<file path="src/rtl/core/vmag_pkg.sv">
`timescale 1ns / 1ps

package vmag_pkg;

  // result status codes
  typedef enum logic [1:0] {
    ST_ACCESS = 2'd0,
    ST_MASKED = 2'd1,
    ST_REJECT = 2'd2
  } status_e;

  typedef enum logic [1:0] {
    MODE_UNIT    = 2'd0,
    MODE_INDEXED = 2'd1,
    MODE_STRIDED = 2'd2,
    MODE_WHOLE   = 2'd3
  } mode_e;

  // vlenb register is 17 bits wide, so log2 fits in 5 bits
  localparam int unsigned VBYTES_W = 17;
  localparam int unsigned LG_W     = 5;

  typedef struct packed {
    status_e          status;
    logic             is_store;
    mode_e            mode;
    logic [2:0]       nf_m1;
    logic [1:0]       size_lg;
    logic [1:0]       lmul_sh;
    logic [4:0]       vd;
    logic [LG_W-1:0]  lg;
  } dec_t;

endpackage

</file>
<file path="src/rtl/core/vector_mem_element_address_gen_top.sv">
`timescale 1ns / 1ps
// A request's first result is registered in stages 1-3, the sequencer element and output registers.
// Throughput: the field sequencer sends one result per cycle while out_stall_i is low, so a request
//   holds it for nf results (one for a masked-off or rejected element); back pressure from it stalls input.
// Front end is three register stages: decode, offset product (11x64 stride multiply), address add.
// Reset (async, active low) clears all valid bits; vector_present=1, vector_bytes=16, vtype=0.

module vector_mem_element_address_gen_top import vmag_pkg::*; #(
  parameter int unsigned MAX_VECTOR_BYTES = 256,
  parameter int unsigned MAX_FIELDS       = 8
) (
  input  logic                clk_i,
  input  logic                rst_ni,
  input  logic                cfg_we_i,
  input  logic [1:0]          cfg_idx_i,
  input  logic [VBYTES_W-1:0] cfg_wdata_i,
  input  logic                in_valid_i,
  output logic                in_stall_o,
  input  logic [31:0]         instruction_i,
  input  logic [63:0]         base_address_i,
  input  logic [63:0]         stride_value_i,
  input  logic [10:0]         element_number_i,
  input  logic [63:0]         offset_value_i,
  input  logic                mask_bit_i,
  input  logic                vector_enabled_i,
  output logic                out_valid_o,
  input  logic                out_stall_i,
  output logic [1:0]          status_o,
  output logic [63:0]         memory_address_o,
  output logic [4:0]          register_number_o,
  output logic [7:0]          register_offset_o,
  output logic [3:0]          access_bytes_o,
  output logic                is_store_o,
  output logic [2:0]          field_number_o,
  output logic                last_o
);

  localparam logic [1:0] CFG_PRESENT = 2'd0;
  localparam logic [1:0] CFG_BYTES   = 2'd1;
  localparam logic [1:0] CFG_TYPE    = 2'd2;

  localparam int unsigned LG_MAX = $clog2(MAX_VECTOR_BYTES);
  // f * lmul_bytes < 2^(LG_MAX+6), element * size < 2^14
  localparam int unsigned OFF_W  = ((LG_MAX + 6 > 14) ? LG_MAX + 6 : 14) + 1;

  logic                present_q;
  logic [VBYTES_W-1:0] vbytes_q;
  logic [7:0]          vtype_q;

  dec_t                dec;

  logic                s1_v_q, s2_v_q, s3_v_q;
  logic                s1_ready, s2_ready, s3_ready, seq_ready;

  dec_t                s1_dec_q;
  logic [63:0]         s1_base_q;
  logic [63:0]         s1_stride_q;
  logic [10:0]         s1_elem_q;
  logic [63:0]         s1_index_q;

  dec_t                s2_dec_q;
  logic [63:0]         s2_base_q;
  logic [63:0]         s2_addend_q;
  logic [13:0]         s2_elem_sz_q;

  dec_t                s3_dec_q;
  logic [63:0]         s3_addr_q;
  logic [OFF_W-1:0]    s3_off_q;
  logic [OFF_W-1:0]    s3_lmul_q;
  logic [VBYTES_W-1:0] s3_step_q;

  logic [74:0]         stride_prod;
  logic [14:0]         elem_nf;
  logic [17:0]         unit_off;
  logic [13:0]         elem_sz;
  logic [63:0]         addend;

  // configuration registers
  always_ff @(posedge clk_i or negedge rst_ni) begin
    if (!rst_ni) begin
      present_q <= 1'b1;
      vbytes_q  <= VBYTES_W'(16);
      vtype_q   <= 8'd0;
    end else if (cfg_we_i) begin
      case (cfg_idx_i)
        CFG_PRESENT: present_q <= cfg_wdata_i[0];
        CFG_BYTES:   vbytes_q  <= cfg_wdata_i;
        CFG_TYPE:    vtype_q   <= cfg_wdata_i[7:0];
        default: ;
      endcase
    end
  end

  vmag_decode #(
    .MAX_VECTOR_BYTES (MAX_VECTOR_BYTES),
    .MAX_FIELDS       (MAX_FIELDS)
  ) u_decode (
    .instruction_i    (instruction_i),
    .mask_bit_i       (mask_bit_i),
    .vector_enabled_i (vector_enabled_i),
    .vector_present_i (present_q),
    .vector_bytes_i   (vbytes_q),
    .vector_type_i    (vtype_q),
    .dec_o            (dec)
  );

  assign s3_ready   = !s3_v_q || seq_ready;
  assign s2_ready   = !s2_v_q || s3_ready;
  assign s1_ready   = !s1_v_q || s2_ready;
  assign in_stall_o = !s1_ready;

  always_ff @(posedge clk_i or negedge rst_ni) begin
    if (!rst_ni) begin
      s1_v_q <= 1'b0;
      s2_v_q <= 1'b0;
      s3_v_q <= 1'b0;
    end else begin
      if (s1_ready) s1_v_q <= in_valid_i;
      if (s2_ready) s2_v_q <= s1_v_q;
      if (s3_ready) s3_v_q <= s2_v_q;
    end
  end

  // stage 1: decoded request
  always_ff @(posedge clk_i) begin
    if (s1_ready && in_valid_i) begin
      s1_dec_q    <= dec;
      s1_base_q   <= base_address_i;
      s1_stride_q <= stride_value_i;
      s1_elem_q   <= element_number_i;
      s1_index_q  <= offset_value_i;
    end
  end

  // stage 2: element offset from base
  assign stride_prod = 75'(s1_stride_q) * 75'(s1_elem_q);
  assign elem_nf     = 15'(s1_elem_q) * 15'({1'b0, s1_dec_q.nf_m1} + 4'd1);
  assign unit_off    = 18'(elem_nf) << s1_dec_q.size_lg;
  assign elem_sz     = 14'(s1_elem_q) << s1_dec_q.size_lg;

  always_comb begin
    case (s1_dec_q.mode)
      MODE_INDEXED: addend = s1_index_q;
      MODE_STRIDED: addend = stride_prod[63:0];
      MODE_WHOLE:   addend = 64'(elem_sz);
      MODE_UNIT:    addend = 64'(unit_off);
      default:      addend = 64'(unit_off);
    endcase
  end

  always_ff @(posedge clk_i) begin
    if (s2_ready && s1_v_q) begin
      s2_dec_q     <= s1_dec_q;
      s2_base_q    <= s1_base_q;
      s2_addend_q  <= addend;
      s2_elem_sz_q <= elem_sz;
    end
  end

  // stage 3: first field address, per-field increments
  always_ff @(posedge clk_i) begin
    if (s3_ready && s2_v_q) begin
      s3_dec_q  <= s2_dec_q;
      s3_addr_q <= s2_base_q + s2_addend_q;
      s3_off_q  <= OFF_W'(s2_elem_sz_q);
      s3_lmul_q <= OFF_W'(1) << (6'(s2_dec_q.lg) + 6'(s2_dec_q.lmul_sh));
      if (s2_dec_q.mode == MODE_WHOLE) begin
        s3_step_q <= VBYTES_W'(1) << s2_dec_q.lg;
      end else begin
        s3_step_q <= VBYTES_W'(1) << s2_dec_q.size_lg;
      end
    end
  end

  vmag_field_seq #(
    .OFF_W (OFF_W)
  ) u_field_seq (
    .clk_i             (clk_i),
    .rst_ni            (rst_ni),
    .in_valid_i        (s3_v_q),
    .in_ready_o        (seq_ready),
    .dec_i             (s3_dec_q),
    .addr_i            (s3_addr_q),
    .off_i             (s3_off_q),
    .grp_bytes_i       (s3_lmul_q),
    .step_i            (s3_step_q),
    .out_valid_o       (out_valid_o),
    .out_stall_i       (out_stall_i),
    .status_o          (status_o),
    .memory_address_o  (memory_address_o),
    .register_number_o (register_number_o),
    .register_offset_o (register_offset_o),
    .access_bytes_o    (access_bytes_o),
    .is_store_o        (is_store_o),
    .field_number_o    (field_number_o),
    .last_o            (last_o)
  );

`ifndef NO_ASSERTIONS
  a_skip_single : assert property (@(posedge clk_i) disable iff (!rst_ni)
    out_valid_o && (status_o != ST_ACCESS) |-> last_o && (access_bytes_o == 4'd0))
    else $error("skip result must be a single last result with no access");

  a_size_onehot : assert property (@(posedge clk_i) disable iff (!rst_ni)
    out_valid_o && (status_o == ST_ACCESS) |-> $onehot(access_bytes_o))
    else $error("access size must be 1, 2, 4 or 8 bytes");

  a_field_range : assert property (@(posedge clk_i) disable iff (!rst_ni)
    out_valid_o |-> (field_number_o <= 3'(MAX_FIELDS - 1)))
    else $error("field number beyond field limit");

  a_s3_hold : assert property (@(posedge clk_i) disable iff (!rst_ni)
    s3_v_q && !seq_ready |=> s3_v_q && $stable(s3_addr_q))
    else $error("stage 3 request lost while sequencer busy");

  a_stall_chain : assert property (@(posedge clk_i) disable iff (!rst_ni)
    in_stall_o |-> s1_v_q && s2_v_q && s3_v_q)
    else $error("input stalled with a free pipeline stage");
`endif

endmodule

</file>
<file path="src/rtl/core/vmag_decode.sv">
`timescale 1ns / 1ps

module vmag_decode import vmag_pkg::*; #(
  parameter int unsigned MAX_VECTOR_BYTES = 256,
  parameter int unsigned MAX_FIELDS       = 8
) (
  input  logic [31:0]         instruction_i,
  input  logic                mask_bit_i,
  input  logic                vector_enabled_i,
  input  logic                vector_present_i,
  input  logic [VBYTES_W-1:0] vector_bytes_i,
  input  logic [7:0]          vector_type_i,
  output dec_t                dec_o
);

  localparam logic [6:0] OPC_STORE   = 7'h27;
  localparam logic [4:0] LUMOP_UNIT  = 5'h00;
  localparam logic [4:0] LUMOP_WHOLE = 5'h08;
  localparam logic [4:0] LUMOP_FF    = 5'h10;
  localparam logic [1:0] MOP_UNIT    = 2'd0;
  localparam logic [1:0] MOP_STRIDE  = 2'd2;

  logic [2:0]      f3;
  logic [1:0]      mop;
  logic [4:0]      umop;
  logic            store;
  logic            whole;
  logic            ff;
  logic            indexed;
  logic            vb_ok;
  logic            width_bad;
  logic            lumop_bad;
  logic            size_bad;
  logic            nf_bad;
  logic            reject;
  logic [LG_W-1:0] lg;

  assign f3      = instruction_i[14:12];
  assign mop     = instruction_i[27:26];
  assign umop    = instruction_i[24:20];
  assign store   = instruction_i[6:0] == OPC_STORE;
  assign indexed = mop[0];
  assign whole   = (mop == MOP_UNIT) && (umop == LUMOP_WHOLE);
  assign ff      = (umop == LUMOP_FF) && !store;

  // scalar FP widths share the major opcode
  assign width_bad = (f3 != 3'd0) && (f3 < 3'd5);
  assign vb_ok     = (vector_bytes_i != '0)
                   && (vector_bytes_i <= VBYTES_W'(MAX_VECTOR_BYTES))
                   && ((vector_bytes_i & (vector_bytes_i - VBYTES_W'(1))) == '0);
  assign lumop_bad = (mop == MOP_UNIT) && (umop != LUMOP_UNIT) && !whole && !ff;
  // index EEW comes from SEW; codes above 3 exceed 8 bytes
  assign size_bad  = indexed && vector_type_i[5];
  assign nf_bad    = {1'b0, instruction_i[31:29]} > 4'(MAX_FIELDS - 1);

  assign reject = width_bad || instruction_i[28] || !vector_present_i ||
                  !vector_enabled_i || !vb_ok || lumop_bad || size_bad || nf_bad;

  always_comb begin
    lg = '0;
    for (int i = 0; i < VBYTES_W; i++) begin
      if (vector_bytes_i[i]) begin
        lg = LG_W'(i);
      end
    end
  end

  always_comb begin
    dec_o          = '0;
    dec_o.is_store = store;
    dec_o.nf_m1    = instruction_i[31:29];
    dec_o.vd       = instruction_i[11:7];
    dec_o.lg       = lg;
    dec_o.size_lg  = indexed ? vector_type_i[4:3] : f3[1:0];
    dec_o.lmul_sh  = (!whole && !vector_type_i[2]) ? vector_type_i[1:0] : 2'd0;
    if (indexed) begin
      dec_o.mode = MODE_INDEXED;
    end else if (mop == MOP_STRIDE) begin
      dec_o.mode = MODE_STRIDED;
    end else if (whole) begin
      dec_o.mode = MODE_WHOLE;
    end else begin
      dec_o.mode = MODE_UNIT;
    end
    if (reject) begin
      dec_o.status = ST_REJECT;
    end else if (!instruction_i[25] && !mask_bit_i) begin
      dec_o.status = ST_MASKED;
    end else begin
      dec_o.status = ST_ACCESS;
    end
  end

endmodule

</file>
<file path="src/rtl/core/vmag_field_seq.sv">
`timescale 1ns / 1ps

module vmag_field_seq import vmag_pkg::*; #(
  parameter int unsigned OFF_W = 15
) (
  input  logic                clk_i,
  input  logic                rst_ni,
  input  logic                in_valid_i,
  output logic                in_ready_o,
  input  dec_t                dec_i,
  input  logic [63:0]         addr_i,
  input  logic [OFF_W-1:0]    off_i,
  input  logic [OFF_W-1:0]    grp_bytes_i,
  input  logic [VBYTES_W-1:0] step_i,
  output logic                out_valid_o,
  input  logic                out_stall_i,
  output logic [1:0]          status_o,
  output logic [63:0]         memory_address_o,
  output logic [4:0]          register_number_o,
  output logic [7:0]          register_offset_o,
  output logic [3:0]          access_bytes_o,
  output logic                is_store_o,
  output logic [2:0]          field_number_o,
  output logic                last_o
);

  logic                e_v_q;
  dec_t                dec_q;
  logic [2:0]          f_q;
  logic [63:0]         addr_q;
  logic [OFF_W-1:0]    off_q;
  logic [OFF_W-1:0]    lmul_q;
  logic [VBYTES_W-1:0] step_q;

  logic                out_v_q;
  status_e             status_q;
  logic [63:0]         maddr_q;
  logic [4:0]          reg_q;
  logic [7:0]          roff_q;
  logic [3:0]          bytes_q;
  logic                store_q;
  logic [2:0]          field_q;
  logic                last_q;

  logic                out_free;
  logic                emit;
  logic                e_last;
  logic                load;
  logic [OFF_W-1:0]    reg_sel;
  logic [OFF_W-1:0]    roff_mask;

  assign out_free   = !out_v_q || !out_stall_i;
  assign emit       = e_v_q && out_free;
  assign e_last     = (dec_q.status != ST_ACCESS) || (f_q == dec_q.nf_m1);
  assign in_ready_o = !e_v_q || (out_free && e_last);
  assign load       = in_valid_i && in_ready_o;

  // group byte offset -> register index and byte within it
  assign reg_sel   = off_q >> dec_q.lg;
  assign roff_mask = ~({OFF_W{1'b1}} << dec_q.lg);

  always_ff @(posedge clk_i or negedge rst_ni) begin
    if (!rst_ni) begin
      e_v_q   <= 1'b0;
      out_v_q <= 1'b0;
    end else begin
      if (load) begin
        e_v_q <= 1'b1;
      end else if (emit && e_last) begin
        e_v_q <= 1'b0;
      end
      if (emit) begin
        out_v_q <= 1'b1;
      end else if (!out_stall_i) begin
        out_v_q <= 1'b0;
      end
    end
  end

  always_ff @(posedge clk_i) begin
    if (load) begin
      dec_q  <= dec_i;
      f_q    <= 3'd0;
      addr_q <= addr_i;
      off_q  <= off_i;
      lmul_q <= grp_bytes_i;
      step_q <= step_i;
    end else if (emit && !e_last) begin
      f_q    <= f_q + 3'd1;
      addr_q <= addr_q + 64'(step_q);
      off_q  <= off_q + lmul_q;
    end
    if (emit) begin
      status_q <= dec_q.status;
      if (dec_q.status != ST_ACCESS) begin
        maddr_q <= '0;
        reg_q   <= '0;
        roff_q  <= '0;
        bytes_q <= '0;
        store_q <= 1'b0;
        field_q <= '0;
        last_q  <= 1'b1;
      end else begin
        maddr_q <= addr_q;
        reg_q   <= dec_q.vd + reg_sel[4:0];
        roff_q  <= 8'(off_q & roff_mask);
        bytes_q <= 4'd1 << dec_q.size_lg;
        store_q <= dec_q.is_store;
        field_q <= f_q;
        last_q  <= e_last;
      end
    end
  end

  assign out_valid_o       = out_v_q;
  assign status_o          = status_q;
  assign memory_address_o  = maddr_q;
  assign register_number_o = reg_q;
  assign register_offset_o = roff_q;
  assign access_bytes_o    = bytes_q;
  assign is_store_o        = store_q;
  assign field_number_o    = field_q;
  assign last_o            = last_q;

endmodule
</file>
<file path="config.mk">
export PLATFORM = sky130hd
export DESIGN_NAME = vector_mem_element_address_gen_top
export DESIGN_NICKNAME = d
export VERILOG_FILES = /design/src/rtl/core/vmag_pkg.sv /design/src/rtl/core/vector_mem_element_address_gen_top.sv /design/src/rtl/core/vmag_decode.sv /design/src/rtl/core/vmag_field_seq.sv
export SDC_FILE = /design/constraint.sdc
export NUM_CORES = 2
export LEC_CHECK = 0
export ABC_AREA = 1
export BUFFER_PORTS_ARGS = -buffer_cell sky130_fd_sc_hd__buf_2
export CAP_MARGIN = 20
export CORE_AREA = 2 2 388 390
export DETAILED_ROUTE_END_ITERATION = 8
export DIE_AREA = 0 0 390 392
export SYNTH_ARGS = -nofsm -noshare
export SYNTH_HDL_FRONTEND = slang
export SYNTH_HIERARCHICAL = 1
export SYNTH_SLANG_ARGS = --single-unit
</file>
<file path="constraint.sdc">
create_clock -name clk_i -period 8.8 [get_ports clk_i]
set_input_delay 0.44 -clock clk_i [delete_from_list [all_inputs] [get_ports clk_i]]
set_output_delay 0.44 -clock clk_i [all_outputs]
set_load 0.01 [all_outputs]
</file>
* After elaboration in Yosys (flattened, before gate mapping)
Index checks and enable logic that the tools add are counted.
** Cells by class
- $add $sub $neg :: 8
- Multipliers :: 2
- Div/mod/pow operators :: 0
- Magnitude comparators :: 2
- Equal/unequal tests :: 12
- Shift-type cells :: 8
- Mux-type cells :: 29
- Bitwise operators :: 3
- Reductions and logical operators :: 61
** Operator list (number)
- one-hot mux 64 bit (4 select lines) :: 1
- 2-to-1 mux 64 bit :: 2
- 2-to-1 mux 5 bit :: 14
- adder 64 x 17 -> 64 bit :: 1
- adder 64 bit :: 1
- multiplier 64 x 11 -> 64 bit :: 1
- logical AND 1 bit :: 19
- left shift 15 x 2 -> 18 bit :: 1
- AND 17 bit :: 1
- <= comparator 17 x 9 -> 1 bit, second input constant :: 1
- logical NOT 1 bit :: 17
- logical NOT 17 bit :: 1
- 2-to-1 mux 17 bit :: 1
- nonzero test 17 bit :: 1
- left shift 1 x 2 -> 17 bit, first input constant :: 1
- left shift 1 x 5 -> 17 bit, first input constant :: 1
- subtractor 17 x 1 -> 17 bit, second input constant :: 1
- adder 15 bit :: 1
- multiplier 11 x 4 -> 15 bit :: 1
- 2-to-1 mux 15 bit :: 1
- left shift 1 x 6 -> 15 bit, first input constant :: 1
- left shift 15 x 5 -> 8 bit, first input constant :: 1
- right shift 15 x 5 -> 5 bit :: 1
- 2-to-1 mux 14 bit :: 1
- 24 further kinds :: 53
** Word-level totals
- Register bits after elaboration :: 766
- Latch bits :: 0
- RAM bits :: 0
- Memory bits (read-only) :: 0
- Bits of input ports :: 261
- Output and inout port bits :: 90
- Logic and storage cells :: 186
- Memories :: 0

* Depth between registers and ports, before layout
- Word-level depth :: 15
- Depth in mapped cells :: 28

* Cells and area by module
The synthesis kept the hierarchy.
** Modules (own cells, without submodules)
- vector_mem_element_address_gen_top :: instances 1, cells an instance 5294, area an instance 45981.6 um^2
- vmag_field_seq :: instances 1, cells an instance 1484, area an instance 12458.2 um^2
- vmag_decode :: instances 1, cells an instance 131, area an instance 669.4 um^2

* Worst setup path before layout
Ideal clock, no wire load.
- Kind :: reg2reg
- From :: reg u_field_seq/dec_q[14] in the netlist's numbering
- To :: reg s3_addr_q[0], enable pin
- Arrival time :: 7305 ps
- Slack :: 829 ps
- Cell stages (with the launch flop) :: 8
- Path buffers :: 0
- Period minus slack after synthesis :: 7971 ps
- Cell sequence :: edfxtp_1 -> xnor2_1 -> nand3_1 -> nand2_2 -> inv_2 -> o21ai_4 -> inv_1 -> a21oi_1
** Between the ends
- Longest elaborated chain between the ends :: 6
** Ends and longest elaborated chain
- start: declaration :: RTL line vmag_field_seq.sv:28 : dec_t dec_q;
- start signal: assignment :: RTL line vmag_field_seq.sv:82 : dec_q <= dec_i;
- == test 3 bit :: RTL line vmag_field_seq.sv:54 : assign e_last = (dec_q.status != ST_ACCESS) || (f_q == dec_q.nf_m1);
- logical OR 1 bit :: RTL line vmag_field_seq.sv:54
- logical AND 1 bit :: RTL line vmag_field_seq.sv:55 : assign in_ready_o = !e_v_q || (out_free && e_last);
- logical OR 1 bit :: RTL line vmag_field_seq.sv:55
- net seq_ready :: RTL line vector_mem_element_address_gen_top.sv:53 : logic s1_ready, s2_ready, s3_ready, seq_ready;
- logical OR 1 bit :: RTL line vector_mem_element_address_gen_top.sv:107 : assign s3_ready = !s3_v_q || seq_ready;
- logical AND 1 bit :: RTL line vector_mem_element_address_gen_top.sv:162 : if (s3_ready && s2_v_q) begin
- end signal: assignment :: RTL line vector_mem_element_address_gen_top.sv:164 : s3_addr_q <= s2_base_q + s2_addend_q;
- end: declaration :: RTL line vector_mem_element_address_gen_top.sv:67 : logic [63:0] s3_addr_q;
The timed path passes the listed nets, and every way through them passes these cells.
A chain may end at the register's enable or synchronous reset.

* Worst setup path in the final report
- From :: reg s1_elem_q[7]
- To :: reg s2_addend_q[37], data pin
** Between the ends
- Longest elaborated chain between the ends :: 2
** Ends and longest elaborated chain
- start: declaration :: RTL line vector_mem_element_address_gen_top.sv:58 : logic [10:0] s1_elem_q;
- start signal: assignment :: RTL line vector_mem_element_address_gen_top.sv:130 : s1_elem_q <= element_number_i;
- multiplier 64 x 11 -> 64 bit :: RTL line vector_mem_element_address_gen_top.sv:136 : assign stride_prod = 75'(s1_stride_q) * 75'(s1_elem_q);
- one-hot mux 64 bit (4 select lines) :: RTL line vector_mem_element_address_gen_top.sv:142 : case (s1_dec_q.mode)
- net addend[37] :: RTL line vector_mem_element_address_gen_top.sv:76 : logic [63:0] addend;
- end signal: assignment :: RTL line vector_mem_element_address_gen_top.sv:155 : s2_addend_q <= addend;
- end: declaration :: RTL line vector_mem_element_address_gen_top.sv:63 : logic [63:0] s2_addend_q;
The timed path passes the listed nets, and every way through them passes these cells.

==> impl_metrics.csv <==
group,metric,value,unit
drt,remaining_drc_errors,0,
drt,ant_nets,0,
critical_path,crit_path_cell_trace,"buf_4 -> nand2_1 -> fa_1 -> inv_1 -> fa_1 -> fa_1 -> fa_1 -> inv_1 -> fa_1 -> inv_1 -> ha_1 -> nand2_1 -> nor2_1 -> nand2_1 -> nor2_1 -> nand3_1 -> nand3_1 -> nor2_1 -> o21ai_0",
clock_tree,h-tree-depth,3,
synth,synth_warnings,6,
floorplan,die_h,392,um
placed_design,hpwl,140,mm
placed_design,gp_congestion,0.998,
drt,wl_met3,13.8,mm
critical_path,cp_slowest_cell,"edfxtp_1",
global_routing,grt_pass1_vias,47891,
timing,worst_clock_skew,66.4,ps
critical_path,critPathTopFamily,"adder cells",
drt,vias,47333,
synth,avgSynthCellArea,8.54,sq um
finish,finalNetCount,8379,
drt,wl_per_cell,19.2,um
hold_path,min_path_type,"primary input to flop",
clock_tree,post_cts_buffers,0,
timing,setup_viol,0,
timing,max_freq,148,MHz
critical_path,cp-endpoint,"s2_addend_q[37]$_DFFE_PP_",
timing,rsz0062_at_grt,"false",
critical_path,critPathRequiredTime,9230,ps
critical_path,critPathArrivalTime,7190,ps
finish,num-fill-cells,14517,
global_routing,grt_pass1_wl,277,mm
global_routing,grt_overflow,0,
timing,slew_viol_final,0,
timing,worstMarginPinSlew,1060,ps
run_status,status,"finished clean",
floorplan,rows,142,
clock_tree,cts_tree,"built",
clock_tree,cts_max_path_buffers,3,
floorplan,die_w,390,um
global_routing,grt_max_degree,107,
clock_tree,clockRootBuffer,"clkbuf_16",
placed_design,port_buffers,345,
drt,wl_met1,75.9,mm
floorplan,start_util,0.396,
critical_path,path_class,"flop to flop",
critical_path,critPathMaxFanout,43,
drt,drt-total-wl,180,mm
clock_tree,clkLatencyLatePin,730,ps
critical_path,cp.depth,19,
drt,topRoutingLayerUsed,"met4",
critical_path,r2r-end,"s2_addend_q[37]$_DFFE_PP_",
global_routing,grt_antenna_before_repair,7,
drt,wl_met2,85.0,mm
clock_tree,clkSinkCount,766,
finish,syn_to_final_growth,15.1,%
critical_path,r2r_start,"s1_elem_q[7]$_DFFE_PP_",
critical_path,r2r_slack,2030,ps
critical_path,crit_path_end_kind,"flop",
drt,dr.pass1.iters,6,
timing,setup_tns,0,ps
timing,period_minus_slack,6770,ps
timing,final-hold-violation-count,0,
flow_run,maxCapViolations,0,
critical_path,r2r.worst_path.cells,19,
critical_path,worst_path_largest_cell_delay,960,ps
clock_tree,clk_pin_slew,60,ps
floorplan,fp.coreArea,149000,sq um
finish,drive_above_1_share,0.0909,
timing,slew_headroom,0.294,
synth,netlist_area,58900,sq um
critical_path,worst-path-buf-inv,4,
clock_tree,cts_buffers,86,
critical_path,startpoint,"s1_elem_q[7]$_DFFE_PP_",
synth,syn_inst,6899,
critical_path,cp-start-kind,"flop",
floorplan,dieArea,153000,sq um
synth,synth_nets,7892,
drt,drt-initial-drc-count,3560,
timing,timing.final.crit_share,0.769,
floorplan,io_pins,351,
drt,viasPerCell,5.03,
global_routing,grt_use_total,0.237,
critical_path,cpMostUsedCell,"fa_1",
## flip-flops by register name, summed over array words and instances, names as in the netlist, 64 cells and up
register / flops
u_field_seq/memory_address_o: 64
s1_stride_q: 64
u_field_seq/addr_q: 64
s1_index_q: 64
s2_addend_q: 64
s1_base_q: 64
s2_base_q: 64
s3_addr_q: 64
## routing by layer
metal,up-vias,GRT usage
met5,-,0
met4,0,0.0751
met3,275,0.0396
met2,1741,0.397
met1,22858,0.313
li1,22459,-
## placed cells by master, fill, tap and decap left out, types with 9 or more instances in the layout
cell type         n
mux2_2            9
inv_1          1287
fa_1            530
xnor2_1          25
clkbuf_16        86
a21oi_1         217
o21ai_1          19
nand3_1         357
o21ai_0         214
or2_2            17
edfxtp_1        734
nand2_1        2126
nor2_2           27
dlygate4sd3_1   229
o21bai_1         27
buf_2           345
inv_2            35
ha_1            202
a31oi_1          12
clkinv_1         14
nand3_2          11
nor3_1           62
nand3b_1         16
clkbuf_1          9
buf_4            23
nand4_1          56
nand2_2          32
dfrtp_1          27
clkinvlp_4        9
a21o_1           10
clkinv_2         15
nor2_1          501
bufinv_16        12
nor3_2           14
xor2_1           50
## worst register-to-register path: stages (launching register included)
cell and delay (ps):
edfxtp_1 960, buf_4 660, nand2_1 160, fa_1 510
inv_1 50, fa_1 550, fa_1 440, fa_1 490
inv_1 50, fa_1 490, inv_1 40, ha_1 480
nand2_1 140, nor2_1 270, nand2_1 220, nor2_1 190
nand3_1 90, nand3_1 110, nor2_1 40, o21ai_0 530
## repair_timing
item                                    4_1_cts  5_1_grt
hold endpoints to repair                    257        0
endpoints found under the setup margin        0        0
hold buffers                                229        0
gates resized for setup                       0        0
## stage by stage
| step | utilization | std cells | area [sq um] | hold slack (ps) | worst slack [ps] |
|---|---|---|---|---|---|
| 6_report | 0.455 | 9402 | 67800 | 51.2 | 2030 |
| 5_1_grt | 0.455 | 9401 | 67800 | 13.1 | 1750 |
| 4_1_cts | 0.455 | 9401 | 67800 | 0.289 | 2090 |
| 3_5_place_dp | 0.420 | 9013 | 62500 | 405 | 2130 |
| 3_3_place_gp | 0.420 | 9013 | 62500 | 401 | 2210 |
| 2_1_floorplan | - | 6899 | 58900 | 144 | 1030 |
## worst min path at each step
stage	cells after the start	from	slack, ps	endpoint
finish	1	offset_value_i[33]	50	s1_index_q[33]$_DFFE_PP_
global route	1	offset_value_i[17]	10	s1_index_q[17]$_DFFE_PP_
floorplan	0	rst_ni	140	s1_v_q$_DFFE_PN0N_
detailed placement	0	s1_base_q[62]$_DFFE_PP_	400	s2_base_q[62]$_DFFE_PP_
global placement	0	s3_dec_q[21]$_DFFE_PP_	400	u_field_seq/dec_q[21]$_DFFE_PP_
CTS	1	offset_value_i[19]	0.3	s1_index_q[19]$_DFFE_PP_
## final cells by class
cell class	instances	area [sq um]	area share
diodes	1	2.50	0.0000369
clock buffers	95	2190	0.0322
clock inverters	64	827	0.0122
inverters	1327	5000	0.0737
multi-input cells	4605	30300	0.447
flip-flops and latches	766	22800	0.337
well taps	1944	2430	0.0359
repair buffers	600	4250	0.0627
Power is not shown: default switching activity piles up to over one toggle a cycle in this logic, so the estimate is an artifact.
